`src/sv/led_matrix_frame_with_rotation_unit_macros.svh`:
```
// Assertion helpers shared by the frame unit modules.
// Both expect clk and rst_n in the scope where they are used.
`ifndef LED_MATRIX_FRAME_WITH_ROTATION_UNIT_MACROS_SVH
`define LED_MATRIX_FRAME_WITH_ROTATION_UNIT_MACROS_SVH

// Consequent checked in the same cycle as the antecedent.
`define LMFR_ASSERT(label, ante, cons, msg) \
    label: assert property (@(posedge clk) disable iff (!rst_n) (ante) |-> (cons)) \
        else $error(msg);

// Consequent checked in the cycle after the antecedent.
`define LMFR_ASSERT_NEXT(label, ante, cons, msg) \
    label: assert property (@(posedge clk) disable iff (!rst_n) (ante) |=> (cons)) \
        else $error(msg);

`endif

```
`src/sv/lmfr_pkg.sv`:
```
package lmfr_pkg;

    // Display controller register addresses.
    localparam logic [3:0] ADDR_DECODE    = 4'd9;
    localparam logic [3:0] ADDR_INTENSITY = 4'd10;
    localparam logic [3:0] ADDR_SCANLIMIT = 4'd11;
    localparam logic [3:0] ADDR_SHUTDOWN  = 4'd12;
    localparam logic [3:0] ADDR_TEST      = 4'd15;

    // Configuration register indexes.
    localparam logic [1:0] CFG_ROTATION   = 2'd0;
    localparam logic [1:0] CFG_BRIGHTNESS = 2'd1;

    localparam logic [7:0] BRIGHT_LIMIT = 8'd16;
    localparam logic [2:0] LAST_LANE    = 3'd7;

    typedef enum logic [2:0] {
        OP_SET    = 3'd0,
        OP_QUERY  = 3'd1,
        OP_ROW    = 3'd2,
        OP_COL    = 3'd3,
        OP_INVERT = 3'd4,
        OP_CLEAR  = 3'd5,
        OP_INIT   = 3'd6
    } op_t;

    typedef enum logic [1:0] {
        ROT_LEFT   = 2'd0,
        ROT_TOP    = 2'd1,
        ROT_RIGHT  = 2'd2,
        ROT_BOTTOM = 2'd3
    } rot_t;

    // Datapath action of one microcode step.
    typedef enum logic [2:0] {
        ACT_NOP,
        ACT_PIXEL,
        ACT_QUERY,
        ACT_INVERT,
        ACT_CLEAR,
        ACT_CONST,
        ACT_INTENS
    } act_t;

    // Where a pixel step takes its row, column and value from.
    typedef enum logic [1:0] {
        PIX_ITEM,
        PIX_ROW,
        PIX_COL
    } pix_src_t;

    typedef enum logic {
        SEQ_NEXT,
        SEQ_LOOP
    } seq_t;

    // Program counter values.
    localparam logic [3:0] PC_SET       = 4'd0;
    localparam logic [3:0] PC_QUERY     = 4'd1;
    localparam logic [3:0] PC_ROW       = 4'd2;
    localparam logic [3:0] PC_COL       = 4'd3;
    localparam logic [3:0] PC_INVERT    = 4'd4;
    localparam logic [3:0] PC_CLEAR     = 4'd5;
    localparam logic [3:0] PC_INIT      = 4'd6;
    localparam logic [3:0] PC_SCANLIMIT = 4'd7;
    localparam logic [3:0] PC_DECODE    = 4'd8;
    localparam logic [3:0] PC_BLANK     = 4'd9;
    localparam logic [3:0] PC_INTENS    = 4'd10;
    localparam logic [3:0] PC_SHUTDOWN  = 4'd11;
    localparam logic [3:0] LAST_PC      = PC_SHUTDOWN;

    typedef struct packed {
        logic [2:0] opcode;
        logic [2:0] row;
        logic [2:0] column;
        logic       pixel_on;
        logic [7:0] line_value;
    } in_t;

    typedef struct packed {
        logic       is_command;
        logic [3:0] reg_address;
        logic [7:0] reg_data;
        logic       pixel_lit;
        logic       last;
    } out_t;

    typedef struct packed {
        act_t       act;
        pix_src_t   src;
        seq_t       seq;
        logic       last;
        logic [3:0] addr;
        logic [7:0] data;
    } ctl_t;

    // Control from the sequencer to the datapath for the current step.
    typedef struct packed {
        logic       fire;
        logic       emit;
        logic       done;
        logic [2:0] count;
        ctl_t       ctl;
    } step_t;

    typedef struct packed {
        logic [2:0] idx;
        logic [2:0] bit_no;
        logic [3:0] addr;
    } loc_t;

    // Microcode ROM.
    function automatic ctl_t ucode(input logic [3:0] pc);
        ctl_t c;
        c = '{act: ACT_NOP, src: PIX_ITEM, seq: SEQ_NEXT, last: 1'b1,
              addr: 4'd0, data: 8'd0};
        unique case (pc)
            PC_SET:       begin c.act = ACT_PIXEL; end
            PC_QUERY:     begin c.act = ACT_QUERY; end
            PC_ROW:       begin c.act = ACT_PIXEL; c.src = PIX_ROW; c.seq = SEQ_LOOP; end
            PC_COL:       begin c.act = ACT_PIXEL; c.src = PIX_COL; c.seq = SEQ_LOOP; end
            PC_INVERT:    begin c.act = ACT_INVERT; c.seq = SEQ_LOOP; end
            PC_CLEAR:     begin c.act = ACT_CLEAR; c.seq = SEQ_LOOP; end
            PC_INIT:
            begin
                c.act = ACT_CONST; c.last = 1'b0; c.addr = ADDR_TEST; c.data = 8'd0;
            end
            PC_SCANLIMIT:
            begin
                c.act = ACT_CONST; c.last = 1'b0; c.addr = ADDR_SCANLIMIT; c.data = 8'd7;
            end
            PC_DECODE:
            begin
                c.act = ACT_CONST; c.last = 1'b0; c.addr = ADDR_DECODE; c.data = 8'd0;
            end
            PC_BLANK:     begin c.act = ACT_CLEAR; c.seq = SEQ_LOOP; c.last = 1'b0; end
            PC_INTENS:    begin c.act = ACT_INTENS; c.last = 1'b0; end
            PC_SHUTDOWN:
            begin
                c.act = ACT_CONST; c.addr = ADDR_SHUTDOWN; c.data = 8'd1;
            end
            default:      begin c.act = ACT_NOP; end
        endcase
        return c;
    endfunction

    // Map a pixel to its store byte, bit and digit register for a mounting side.
    function automatic loc_t locate(input logic [1:0] rot, input logic [2:0] r,
                                    input logic [2:0] c);
        loc_t l;
        unique case (rot_t'(rot))
            ROT_LEFT:   l = '{idx: r, bit_no: LAST_LANE - c, addr: {1'b0, r} + 4'd1};
            ROT_TOP:    l = '{idx: c, bit_no: LAST_LANE - r, addr: 4'd8 - {1'b0, c}};
            ROT_RIGHT:  l = '{idx: LAST_LANE - r, bit_no: c, addr: 4'd8 - {1'b0, r}};
            ROT_BOTTOM: l = '{idx: c, bit_no: r, addr: {1'b0, c} + 4'd1};
            default:    l = '{idx: r, bit_no: LAST_LANE - c, addr: {1'b0, r} + 4'd1};
        endcase
        return l;
    endfunction

endpackage

```
`src/sv/led_matrix_frame_with_rotation_unit.sv`:
```
// The first result of an operation passes the sequencer registers and then the output register.
// Throughput: one microcode step per cycle while the output register can take it, each step
// giving at most one output word; stalls on the output hold the sequencer.
// An unused opcode is taken and dropped. The single microcode step loop sets the rate.
// Reset (rst_n, asynchronous, active low) clears the frame store, both configuration registers,
// the sequencer and the output valid flag; no clearing pass is needed.
module led_matrix_frame_with_rotation_unit (
    input  logic                clk,
    input  logic                rst_n,
    input  logic                in_valid,
    output logic                in_ready,
    input  lmfr_pkg::in_t       in_data,
    output logic                out_valid,
    input  logic                out_ready,
    output lmfr_pkg::out_t      out_data,
    input  logic                cfg_we,
    input  logic [1:0]          cfg_index,
    input  logic [7:0]          cfg_data
);

    // Configuration registers. Writes to indexes beyond the two registers are dropped.
    logic [1:0]      rotation_reg;
    logic [7:0]      brightness_reg;

    logic            in_xfer;
    logic            seq_idle;
    logic            out_free;
    logic            bright_low;
    lmfr_pkg::step_t step;

    always_ff @(posedge clk or negedge rst_n)
    begin
        if (!rst_n)
        begin
            rotation_reg   <= 2'd0;
            brightness_reg <= 8'd0;
        end
        else if (cfg_we)
        begin
            if (cfg_index == lmfr_pkg::CFG_ROTATION)
            begin
                rotation_reg <= cfg_data[1:0];
            end
            else if (cfg_index == lmfr_pkg::CFG_BRIGHTNESS)
            begin
                brightness_reg <= cfg_data;
            end
        end
    end

    // The block takes a new operation whenever the sequencer has finished the last one;
    // a finished result may still be waiting in the output register at that time.
    assign in_ready   = seq_idle;
    assign in_xfer    = in_valid && in_ready;
    // The intensity command of init is only sent for brightness values below 16.
    assign bright_low = brightness_reg < lmfr_pkg::BRIGHT_LIMIT;

    // The sequencer walks the microcode program for the operation, one step per cycle,
    // and holds a step whose command cannot yet enter the output register.
    lmfr_seq u_seq (
        .clk        (clk),
        .rst_n      (rst_n),
        .start      (in_xfer),
        .opcode     (in_data.opcode),
        .bright_low (bright_low),
        .out_free   (out_free),
        .idle       (seq_idle),
        .step       (step)
    );

    // The datapath keeps the frame store, builds each command word from the step's
    // control word and registers it for the output transfer.
    lmfr_dp u_dp (
        .clk        (clk),
        .rst_n      (rst_n),
        .load_item  (in_xfer),
        .item       (in_data),
        .rotation   (rotation_reg),
        .brightness (brightness_reg),
        .step       (step),
        .out_ready  (out_ready),
        .out_free   (out_free),
        .out_valid  (out_valid),
        .out_data   (out_data)
    );

endmodule

```
`src/sv/lmfr_seq.sv`:
```
`include "led_matrix_frame_with_rotation_unit_macros.svh"

// Microcode sequencer: program counter, lane counter and step dispatch.
module lmfr_seq (
    input  logic                clk,
    input  logic                rst_n,
    input  logic                start,
    input  logic [2:0]          opcode,
    input  logic                bright_low,
    input  logic                out_free,
    output logic                idle,
    output lmfr_pkg::step_t     step
);

    logic                busy_reg, busy_next;
    logic [3:0]          pc_reg, pc_next;
    logic [2:0]          i_reg, i_next;
    logic                entry_ok;
    logic [3:0]          entry_pc;
    lmfr_pkg::ctl_t      ctl;
    logic                loop_more;

    always_comb
    begin
        entry_ok = 1'b1;
        entry_pc = lmfr_pkg::PC_SET;
        unique case (opcode)
            lmfr_pkg::OP_SET:    entry_pc = lmfr_pkg::PC_SET;
            lmfr_pkg::OP_QUERY:  entry_pc = lmfr_pkg::PC_QUERY;
            lmfr_pkg::OP_ROW:    entry_pc = lmfr_pkg::PC_ROW;
            lmfr_pkg::OP_COL:    entry_pc = lmfr_pkg::PC_COL;
            lmfr_pkg::OP_INVERT: entry_pc = lmfr_pkg::PC_INVERT;
            lmfr_pkg::OP_CLEAR:  entry_pc = lmfr_pkg::PC_CLEAR;
            lmfr_pkg::OP_INIT:   entry_pc = lmfr_pkg::PC_INIT;
            default:             entry_ok = 1'b0;
        endcase
    end

    always_comb
    begin
        ctl       = lmfr_pkg::ucode(pc_reg);
        loop_more = (ctl.seq == lmfr_pkg::SEQ_LOOP) && (i_reg != lmfr_pkg::LAST_LANE);

        step.ctl   = ctl;
        step.count = i_reg;
        // The intensity step is skipped when the brightness is out of range.
        step.emit  = (ctl.act != lmfr_pkg::ACT_NOP)
                     && !((ctl.act == lmfr_pkg::ACT_INTENS) && !bright_low);
        step.fire  = busy_reg && (!step.emit || out_free);
        step.done  = ctl.last && !loop_more;

        busy_next = busy_reg;
        pc_next   = pc_reg;
        i_next    = i_reg;
        if (start && entry_ok)
        begin
            busy_next = 1'b1;
            pc_next   = entry_pc;
            i_next    = 3'd0;
        end
        else if (step.fire)
        begin
            if (loop_more)
            begin
                i_next = i_reg + 3'd1;
            end
            else
            begin
                i_next = 3'd0;
                if (ctl.last)
                begin
                    busy_next = 1'b0;
                end
                else
                begin
                    pc_next = pc_reg + 4'd1;
                end
            end
        end
    end

    always_ff @(posedge clk or negedge rst_n)
    begin
        if (!rst_n)
        begin
            busy_reg <= 1'b0;
            pc_reg   <= lmfr_pkg::PC_SET;
            i_reg    <= 3'd0;
        end
        else
        begin
            busy_reg <= busy_next;
            pc_reg   <= pc_next;
            i_reg    <= i_next;
        end
    end

    assign idle = !busy_reg;

    `LMFR_ASSERT_NEXT(a_done_goes_idle, step.fire && step.done, !busy_reg, "sequencer still busy after final step")
    `LMFR_ASSERT(a_pc_in_program, busy_reg, pc_reg <= lmfr_pkg::LAST_PC, "program counter beyond the program")
    `LMFR_ASSERT_NEXT(a_lane_advance, step.fire && (ctl.seq == lmfr_pkg::SEQ_LOOP) && (i_reg != lmfr_pkg::LAST_LANE), i_reg == $past(i_reg) + 3'd1, "lane counter did not advance")

endmodule

```
`src/sv/lmfr_dp.sv`:
```
`include "led_matrix_frame_with_rotation_unit_macros.svh"

// Datapath: item register, frame store, command formation and output register.
module lmfr_dp (
    input  logic                clk,
    input  logic                rst_n,
    input  logic                load_item,
    input  lmfr_pkg::in_t       item,
    input  logic [1:0]          rotation,
    input  logic [7:0]          brightness,
    input  lmfr_pkg::step_t     step,
    input  logic                out_ready,
    output logic                out_free,
    output logic                out_valid,
    output lmfr_pkg::out_t      out_data
);

    lmfr_pkg::in_t   item_reg;
    logic [7:0]      store_reg [8];
    logic            out_valid_reg;
    lmfr_pkg::out_t  out_data_reg;

    logic [2:0]      pr, pc;
    logic            pon;
    lmfr_pkg::loc_t  loc;
    logic [7:0]      cur_byte, mask, new_byte;
    logic            wr_en;
    logic [2:0]      wr_idx;
    logic [7:0]      wr_val;
    lmfr_pkg::out_t  res;
    logic            load_out;

    always_comb
    begin
        pr  = item_reg.row;
        pc  = item_reg.column;
        pon = item_reg.pixel_on;
        unique case (step.ctl.src)
            lmfr_pkg::PIX_ROW:
            begin
                pc  = step.count;
                pon = item_reg.line_value[lmfr_pkg::LAST_LANE - step.count];
            end
            lmfr_pkg::PIX_COL:
            begin
                pr  = step.count;
                pon = item_reg.line_value[lmfr_pkg::LAST_LANE - step.count];
            end
            default: ;
        endcase

        loc      = lmfr_pkg::locate(rotation, pr, pc);
        cur_byte = store_reg[loc.idx];
        mask     = 8'd1 << loc.bit_no;
        new_byte = pon ? (cur_byte | mask) : (cur_byte & ~mask);

        wr_en  = 1'b0;
        wr_idx = step.count;
        wr_val = 8'd0;
        res    = '{is_command: 1'b1, reg_address: {1'b0, step.count} + 4'd1,
                   reg_data: 8'd0, pixel_lit: 1'b0, last: step.done};
        unique case (step.ctl.act)
            lmfr_pkg::ACT_PIXEL:
            begin
                wr_en           = 1'b1;
                wr_idx          = loc.idx;
                wr_val          = new_byte;
                res.reg_address = loc.addr;
                res.reg_data    = new_byte;
            end
            lmfr_pkg::ACT_QUERY:
            begin
                res.is_command  = 1'b0;
                res.reg_address = 4'd0;
                res.pixel_lit   = cur_byte[loc.bit_no];
            end
            lmfr_pkg::ACT_INVERT:
            begin
                wr_en        = 1'b1;
                wr_val       = ~store_reg[step.count];
                res.reg_data = wr_val;
            end
            lmfr_pkg::ACT_CLEAR:
            begin
                wr_en = 1'b1;
            end
            lmfr_pkg::ACT_CONST:
            begin
                res.reg_address = step.ctl.addr;
                res.reg_data    = step.ctl.data;
            end
            lmfr_pkg::ACT_INTENS:
            begin
                res.reg_address = lmfr_pkg::ADDR_INTENSITY;
                res.reg_data    = brightness;
            end
            default: ;
        endcase

        load_out = step.fire && step.emit;
        wr_en    = wr_en && load_out;
    end

    assign out_free  = !out_valid_reg || out_ready;
    assign out_valid = out_valid_reg;
    assign out_data  = out_data_reg;

    always_ff @(posedge clk)
    begin
        if (load_item)
        begin
            item_reg <= item;
        end
        if (load_out)
        begin
            out_data_reg <= res;
        end
    end

    always_ff @(posedge clk or negedge rst_n)
    begin
        if (!rst_n)
        begin
            out_valid_reg <= 1'b0;
            for (int k = 0; k < 8; k++)
            begin
                store_reg[k] <= 8'd0;
            end
        end
        else
        begin
            if (load_out)
            begin
                out_valid_reg <= 1'b1;
            end
            else if (out_ready)
            begin
                out_valid_reg <= 1'b0;
            end
            if (wr_en)
            begin
                store_reg[wr_idx] <= wr_val;
            end
        end
    end

    `LMFR_ASSERT(a_query_is_last, out_valid_reg && !out_data_reg.is_command, out_data_reg.last && (out_data_reg.reg_address == 4'd0), "query answer malformed")
    `LMFR_ASSERT(a_no_overwrite, out_valid_reg && !out_ready, !load_out, "result overwritten while waiting")

endmodule
```
`config.mk`:
```
export PLATFORM = sky130hd
export DESIGN_NAME = led_matrix_frame_with_rotation_unit
export DESIGN_NICKNAME = d
export VERILOG_FILES = /design/src/sv/lmfr_pkg.sv /design/src/sv/led_matrix_frame_with_rotation_unit.sv /design/src/sv/lmfr_seq.sv /design/src/sv/lmfr_dp.sv
export VERILOG_INCLUDE_DIRS = /design/src /design/src/sv
export SDC_FILE = /design/constraint.sdc
export NUM_CORES = 1
export LEC_CHECK = 0
export ABC_AREA = 0
export BUFFER_PORTS_ARGS = -buffer_cell sky130_fd_sc_hd__buf_2
export CAP_MARGIN = 20
export CELL_PAD_IN_SITES_DETAIL_PLACEMENT = 0
export CELL_PAD_IN_SITES_GLOBAL_PLACEMENT = 1
export CORE_MARGIN = 2
export CORE_UTILIZATION = 30
export CTS_CLUSTER_SIZE = 8
export DETAILED_ROUTE_END_ITERATION = 12
export PLACE_DENSITY_LB_ADDON = 0.1
export SYNTH_ARGS = -nofsm -noshare
export SYNTH_HDL_FRONTEND = slang
export SYNTH_HIERARCHICAL = 1
export SYNTH_SLANG_ARGS = --single-unit
```
`constraint.sdc`:
```
create_clock -name clk -period 4.1 [get_ports clk]
set_input_delay 0.615 -clock clk [delete_from_list [all_inputs] [get_ports clk]]
set_output_delay 0.615 -clock clk [all_outputs]
set_load 0.05 [all_outputs]
```
## Word-level counts from Yosys, hierarchy flattened

Cells that the tools add are included.

| operators by class | value |
|---|---|
| add/sub/neg operators | 10 |
| order comparisons | 7 |
| equal/unequal tests | 32 |
| shift-type cells | 1 |
| muxes and demuxes | 44 |
| bitwise operators | 8 |
| reduce and logical (&&, ||, !) cells | 38 |

Operators with widths:

| cell | number |
|---|---|
| bitwise mux 64 bit | 1 |
| binary-select mux 8 bit (select 3 bit) | 2 |
| 2-to-1 mux 8 bit | 6 |
| one-hot mux 12 bit (4 select lines) | 1 |
| one-hot mux 10 bit (4 select lines) | 1 |
| one-hot mux 3 bit (6 select lines) | 2 |
| one-hot mux 8 bit (4 select lines) | 1 |
| demux 8 bit (select 3 bit) | 1 |
| equality test 3 bit, second input constant | 6 |
| 2-to-1 mux 3 bit | 6 |
| equality test 4 x 3 -> 1 bit, second input constant | 4 |
| equality test 4 bit, second input constant | 4 |
| 2-to-1 mux 4 bit | 4 |
| inverter 8 bit | 2 |
| one-hot mux 4 bit (4 select lines) | 1 |
| one-hot mux 8 bit (2 select lines) | 1 |
| 2-to-1 mux 1 bit | 14 |
| adder 3 x 1 -> 4 bit, second input constant | 3 |
| equality test 3 x 2 -> 1 bit, second input constant | 4 |
| greater-or-equal comparator 4 bit, second input constant | 3 |
| inverter 3 -> 4 bit | 3 |
| logical AND 1 bit | 10 |
| OR reduction 5 bit | 2 |
| AND reduction 3 bit | 3 |
| other kinds (33) | 55 |

| word-level totals | value |
|---|---|
| flip-flop bits (word level) | 113 |
| output and inout bits | 17 |

## Longest topological paths before layout

| logic depth | value |
|---|---|
| word-level depth | 14 |
| mapped depth | 17 |
| depth with buffers taken out | 14 |

## By module

Netlist, hierarchy kept.

Modules (own cells, without submodules):

| module | instances | cells each | area an instance (sq um) | sequential area each (sq um) |
|---|---|---|---|---|
| lmfr_dp | 1 | 583 | 5835.6 | 2527.4 |
| lmfr_seq | 1 | 107 | 942.2 | 200.2 |
| led_matrix_frame_with_rotation_unit | 1 | 24 | 407.9 | 250.2 |

## Worst setup path after synthesis

Ideal clock, no wire load.

| timing | value |
|---|---|
| path type | flip-flop to flip-flop |
| start | register u_seq.pc_reg[0] |
| end | register u_dp.out_data_reg, in the netlist u_dp/out_data[4], data pin |
| setup time | 0.260 ns |
| arrival time | 3.291 ns |
| required time | 3.840 ns |
| setup slack | 0.549 ns |
| cell stages (with the launch flop) | 16 |
| buffers on the path | 3 |
| period minus slack after synthesis | 3.551 ns |
| path through | dfrtp_1 > inv_1 > ha_1 > nor3b_1 > ha_1 > buf_2 > mux2_2 > and2_1 > or2_1 > buf_4 > buf_6 > a211oi_2 > a31oi_1 > a221o_1 > a21oi_4 > nand2_1 |

RTL lines:

| item | line | text |
|---|---|---|
| start: declaration | lmfr_seq.sv:16 | `logic [3:0] pc_reg, pc_next;` |
| start signal: assignment | lmfr_seq.sv:87 | `pc_reg <= lmfr_pkg::PC_SET;` |
| start signal: assignment | lmfr_seq.sv:93 | `pc_reg <= pc_next;` |
| end signal: assignment | lmfr_dp.sv:116 | `out_data_reg <= res;` |
| end: declaration | lmfr_dp.sv:21 | `lmfr_pkg::out_t out_data_reg;` |

==> metrics.md <==
| Metric | Value |
|---|---|
| Max Cap Viol | `0` |
| Fin crit share | `92.80%` |
| Met3 wire length | `about 920 microns` |
| XOR/XNOR Fraction of Synth Area | `about 1.2%` |
| Hpwl dp | `16,630 microns` |
| Fraction of synthesized area in multiplexers | `12.85%` |
| Worst slew pin tran | `roughly 0.9 ns` |
| Crit path time final | `about 3.8 ns` |
| Share of total power in sequential cells | `23.9%` |
| Total track usage | `between 10% and 20%` |
| Final-report hold violation count | `0` |
| Yosys warnings | `6` |
| Total wire length | `approximately 23,000 microns` |
| Synth Area in Compound Gates | `roughly a fifth` |
| Top layer in use | `met4` |
| DR WL/cell | `~21 microns` |
| Leakage | `~3.6 nW` |
| Simple-Gate Fraction of Synth Area | `~17%` |
| Filler Cell Count | `2,393` |
| H-tree level count | `4` |
| Vias in the first global route | `6,030` |
| CTS Buf Count | `17` |
| Largest net degree at the start of global routing | `65` |
| Worst-path clk slew | `approximately 0.070 ns` |
| Min-delay worst type | `input pin to asynchronous set/reset pin` |
| Area added between synthesis and finish | `18.54%` |
| Leading register cell type out of synthesis | `dfrtp_1` |
| Max VDD drop | `between 0.3 and 0.4 mV` |
| Total number of vias | `5,866` |
| RR Startpoint | `u_seq/pc_reg[1]` |
| Initial Utilization | `a little under a third` |
| Combinational family with the most area after synthesis | `compound AO/OA/AOI/OAI gates` |
| Drt first pass iters | `5` |
| Die X | `approximately 160 microns` |
| EDFF count, synth | `30` |
| Clock root buffer | `clkbuf_16` |
| Layout Utilization | `a little over a third` |
| CP required | `4.27 ns` |
| N_diodes | `0` |
| Relative slew margins | `roughly 40%` |
| CTS Hold Buffers Added | `0` |
| # rows | `56` |
| Core area | `~0.023 sq mm` |
| Post-DRT Antenna Nets | `0` |
| WHS | `roughly 0.32 ns` |
| Fin. max-slew vios | `0` |
| Switch share | `47.08%` |
| Mapped Area | `0.007186 sq mm` |
| Global placer's final weighted congestion | `0.8429` |
| Cell count of the worst reg-to-reg path | `11` |
| Ys async rst share | `73.45%` |
| Crit Path Max Fanout | `12` |
| Logic pwr share | `roughly 58%` |
| #FFs+latches synth | `~110` |
| Pwr/cell area | `between 900 and 1000 mW/mm^2` |
| Detail-routed via count per cell | `5.294` |
| Post-Synth Adder-Cell Area | `approximately 1.9%` |
| Critical path endpoint category | `flop` |
| Syn_area_per_cell | `just over 10 sq um` |
| Number of setup buffers added after CTS | `0` |
| IO Count | `50` |
| Syn Inst Count | `714` |
| Final setup viols | `0` |
| Initial DRC count | `roughly 410` |
| Clock power frac | `a little under a fifth` |
| Die area | `0.02521 sq mm` |
| Die H | `between 150 and 200 microns` |
| Clock Skew | `around 0.021 ns` |
| Sw Pwr | `0.003867 W` |
| Seq/Total Area, Yosys | `41.44%` |
| Metal-1 WL | `around 11,000 microns` |
| RSZ-0062 raised after global routing | `no` |
| CTS tree | `done` |
| P_int | `between 0.004 and 0.005 W` |
| Final nets | `820` |
| Post-synth cell types | `between 80 and 90` |
| R2R setup slack | `0.30 ns` |
| GR Overflow Total | `0` |
| Max clock buf depth | `2` |
| Sinks on Clock Net | `113` |
| Critical R2R Capture | `u_dp/out_data[2]` |
| Worst-Skew Late Latency | `roughly 0.43 ns` |
| DR DRC count | `0` |
| First-pass GRT wire length | `roughly 37,000 microns` |
| Cts repair resizes | `1` |
| IO Port Bufs | `49` |
| Layout cells sized above 1 | `about a quarter` |
| Outcome | `complete, no violations` |
| Initial antenna violation count | `0` |
| Max reg flops | `64` |
| CP Class | `flop to flop` |
| Routed wl met2 | `about 11,000 microns` |
| FMAX | `0.2628 GHz` |
| Startpoint Class | `flop` |
| WP data arrival | `between 3 and 4 ns` |
[routing by layer]
metal  up-vias  GRT usage [%]
met1      2913          26.13
li1       2772              -
met2       148          30.29
met5         -              0
met3        33          3.631
met4         0          6.714
[power groups by stage]
| stage | registers, W | clock network (W) | logic [W] |
|---|---|---|---|
| 6_report | 0.00197 | 0.00150 | 0.00475 |
| 5_1_grt | 0.00203 | 0.00159 | 0.00519 |
| 4_1_cts | 0.00197 | 0.00154 | 0.00473 |
| 3_5_place_dp | 0.00198 | 0 | 0.00472 |
| 3_3_place_gp | 0.00198 | 0 | 0.00468 |
| 2_1_floorplan | 0.00213 | 0 | 0.00309 |
[area by class of cell]
| class | instances | area (sq um) | area share, % |
|---|---|---|---|
| multi-input combinational | 529 | 3894 | 45.71 |
| sequential | 113 | 2978 | 34.96 |
| timing repair buffer | 94 | 585.6 | 6.874 |
| clock buffer | 17 | 425.4 | 4.994 |
| tap | 319 | 399.1 | 4.686 |
| clock inverter | 15 | 157.7 | 1.851 |
| inverter | 21 | 78.83 | 0.9254 |
[critical path: stages (launching register included)]
cell	delay, ns
dfrtp_1	0.38
ha_1	0.18
nor3b_1	0.29
ha_1	0.43
mux2_2	0.48
a22oi_4	0.30
and2_4	0.32
mux2i_1	0.28
a211oi_1	0.11
o311a_1	0.35
nor2_2	0.31
nand2_1	0.09
[cell usage in the layout, fill, tap and decap left out, drive strengths merged, types with 4 or more instances in the layout]
cell	count
nand2	94
buf	94
dfrtp	83
o21ai	54
a21oi	38
nor2	36
edfxtp	30
a211oi	27
mux2i	26
inv	26
and3	20
mux4	19
mux2	18
clkbuf	17
nor3	16
nor2b	13
nand3	12
a31oi	11
ha	11
a22o	10
nand2b	9
a211o	9
a21boi	8
and2	8
o22ai	7
nor3b	7
xnor2	6
clkinvlp	5
conb	5
or2	5
nand3b	4
o2111ai	4
[worst max-delay path by stage]
| stage | to | from | cells after the start | slack (ns) |
|---|---|---|---|---|
| 2_1_floorplan | u_dp/out_data[4] | u_seq/pc_reg[0] | 15 | 0.55 |
| 3_3_place_gp | u_dp/out_data[2] | u_seq/pc_reg[0] | 13 | -0.06 |
| 3_5_place_dp | u_dp/out_data[2] | u_seq/pc_reg[0] | 13 | -0.08 |
| 4_1_cts | u_dp/store_reg[28] | u_seq/pc_reg[0] | 13 | 0.06 |
| 5_1_grt | u_dp/out_data[2] | u_seq/pc_reg[1] | 11 | 0.07 |
| 6_report | u_dp/out_data[2] | u_seq/pc_reg[1] | 11 | 0.30 |
[synthesized netlist by cell type, types with 3 or more instances]
| library cell | number | share of area, % |
|---|---|---|
| o32ai_1 | 3 | 0.37 |
| o2111ai_1 | 3 | 0.37 |
| nand3_1 | 11 | 0.77 |
| mux2i_1 | 23 | 3.2 |
| a31oi_1 | 11 | 0.96 |
| o21ai_1 | 3 | 0.21 |
| clkbuf_1 | 26 | 1.4 |
| nor3b_1 | 6 | 0.63 |
| and2b_1 | 3 | 0.31 |
| mux2_2 | 17 | 2.7 |
| a211o_1 | 9 | 1.1 |
| ha_1 | 11 | 1.9 |
| buf_6 | 4 | 0.63 |
| a21oi_2 | 5 | 0.61 |
| and2_1 | 7 | 0.61 |
| a21oi_1 | 32 | 2.2 |
| nand3b_1 | 3 | 0.31 |
| dfrtp_1 | 83 | 29 |
| a221oi_1 | 3 | 0.37 |
| a22o_1 | 10 | 1.2 |
| or2_2 | 3 | 0.26 |
| nor3_1 | 14 | 0.98 |
| buf_4 | 10 | 1.0 |
| nand2_1 | 93 | 4.9 |
| or3_1 | 3 | 0.26 |
| nand2b_1 | 9 | 0.78 |
| and3_1 | 20 | 1.7 |
| a211oi_1 | 26 | 2.7 |
| edfxtp_1 | 30 | 13 |
| nor2b_1 | 13 | 1.1 |
| mux4_2 | 19 | 6.0 |
| o21ai_0 | 51 | 3.6 |
| a21boi_0 | 8 | 0.84 |
| a311o_1 | 3 | 0.42 |
| nor2_1 | 34 | 1.8 |
| buf_2 | 13 | 0.91 |
| inv_1 | 21 | 1.1 |
| o22ai_1 | 7 | 0.61 |
| xnor2_1 | 5 | 0.61 |
| xor2_1 | 3 | 0.37 |
[logic make-up (layout without fill, tap and decap cells)]
| logic type | after synthesis | count (layout) |
|---|---|---|
| AOI/OAI and AO/OA | 203 | 203 |
| xor gates and xnor gates | 9 | 9 |
| adders and majority gates | 11 | 11 |
| buffers and inverters | 76 | 147 |
| DFF | 113 | 113 |
| muxes | 63 | 63 |
| other | 1 | 5 |
| and+or+nand+nor | 238 | 238 |
[stage by stage]
step	cell area [sq um]	setup slack, ns	cells	TNS (ns)	total power (W)
final	8518	0.2954	1108	0	0.008214
after global routing	8518	0.07415	1108	0	0.008811
after CTS	8484	0.06289	1108	0	0.008237
after detailed placement	7900	-0.07727	1076	-0.1209	0.006697
after global placement	7900	-0.05605	1076	-0.07974	0.006661
after floorplan	7201	0.5491	718	0	0.005218
Power figures use the tool's default switching activity.
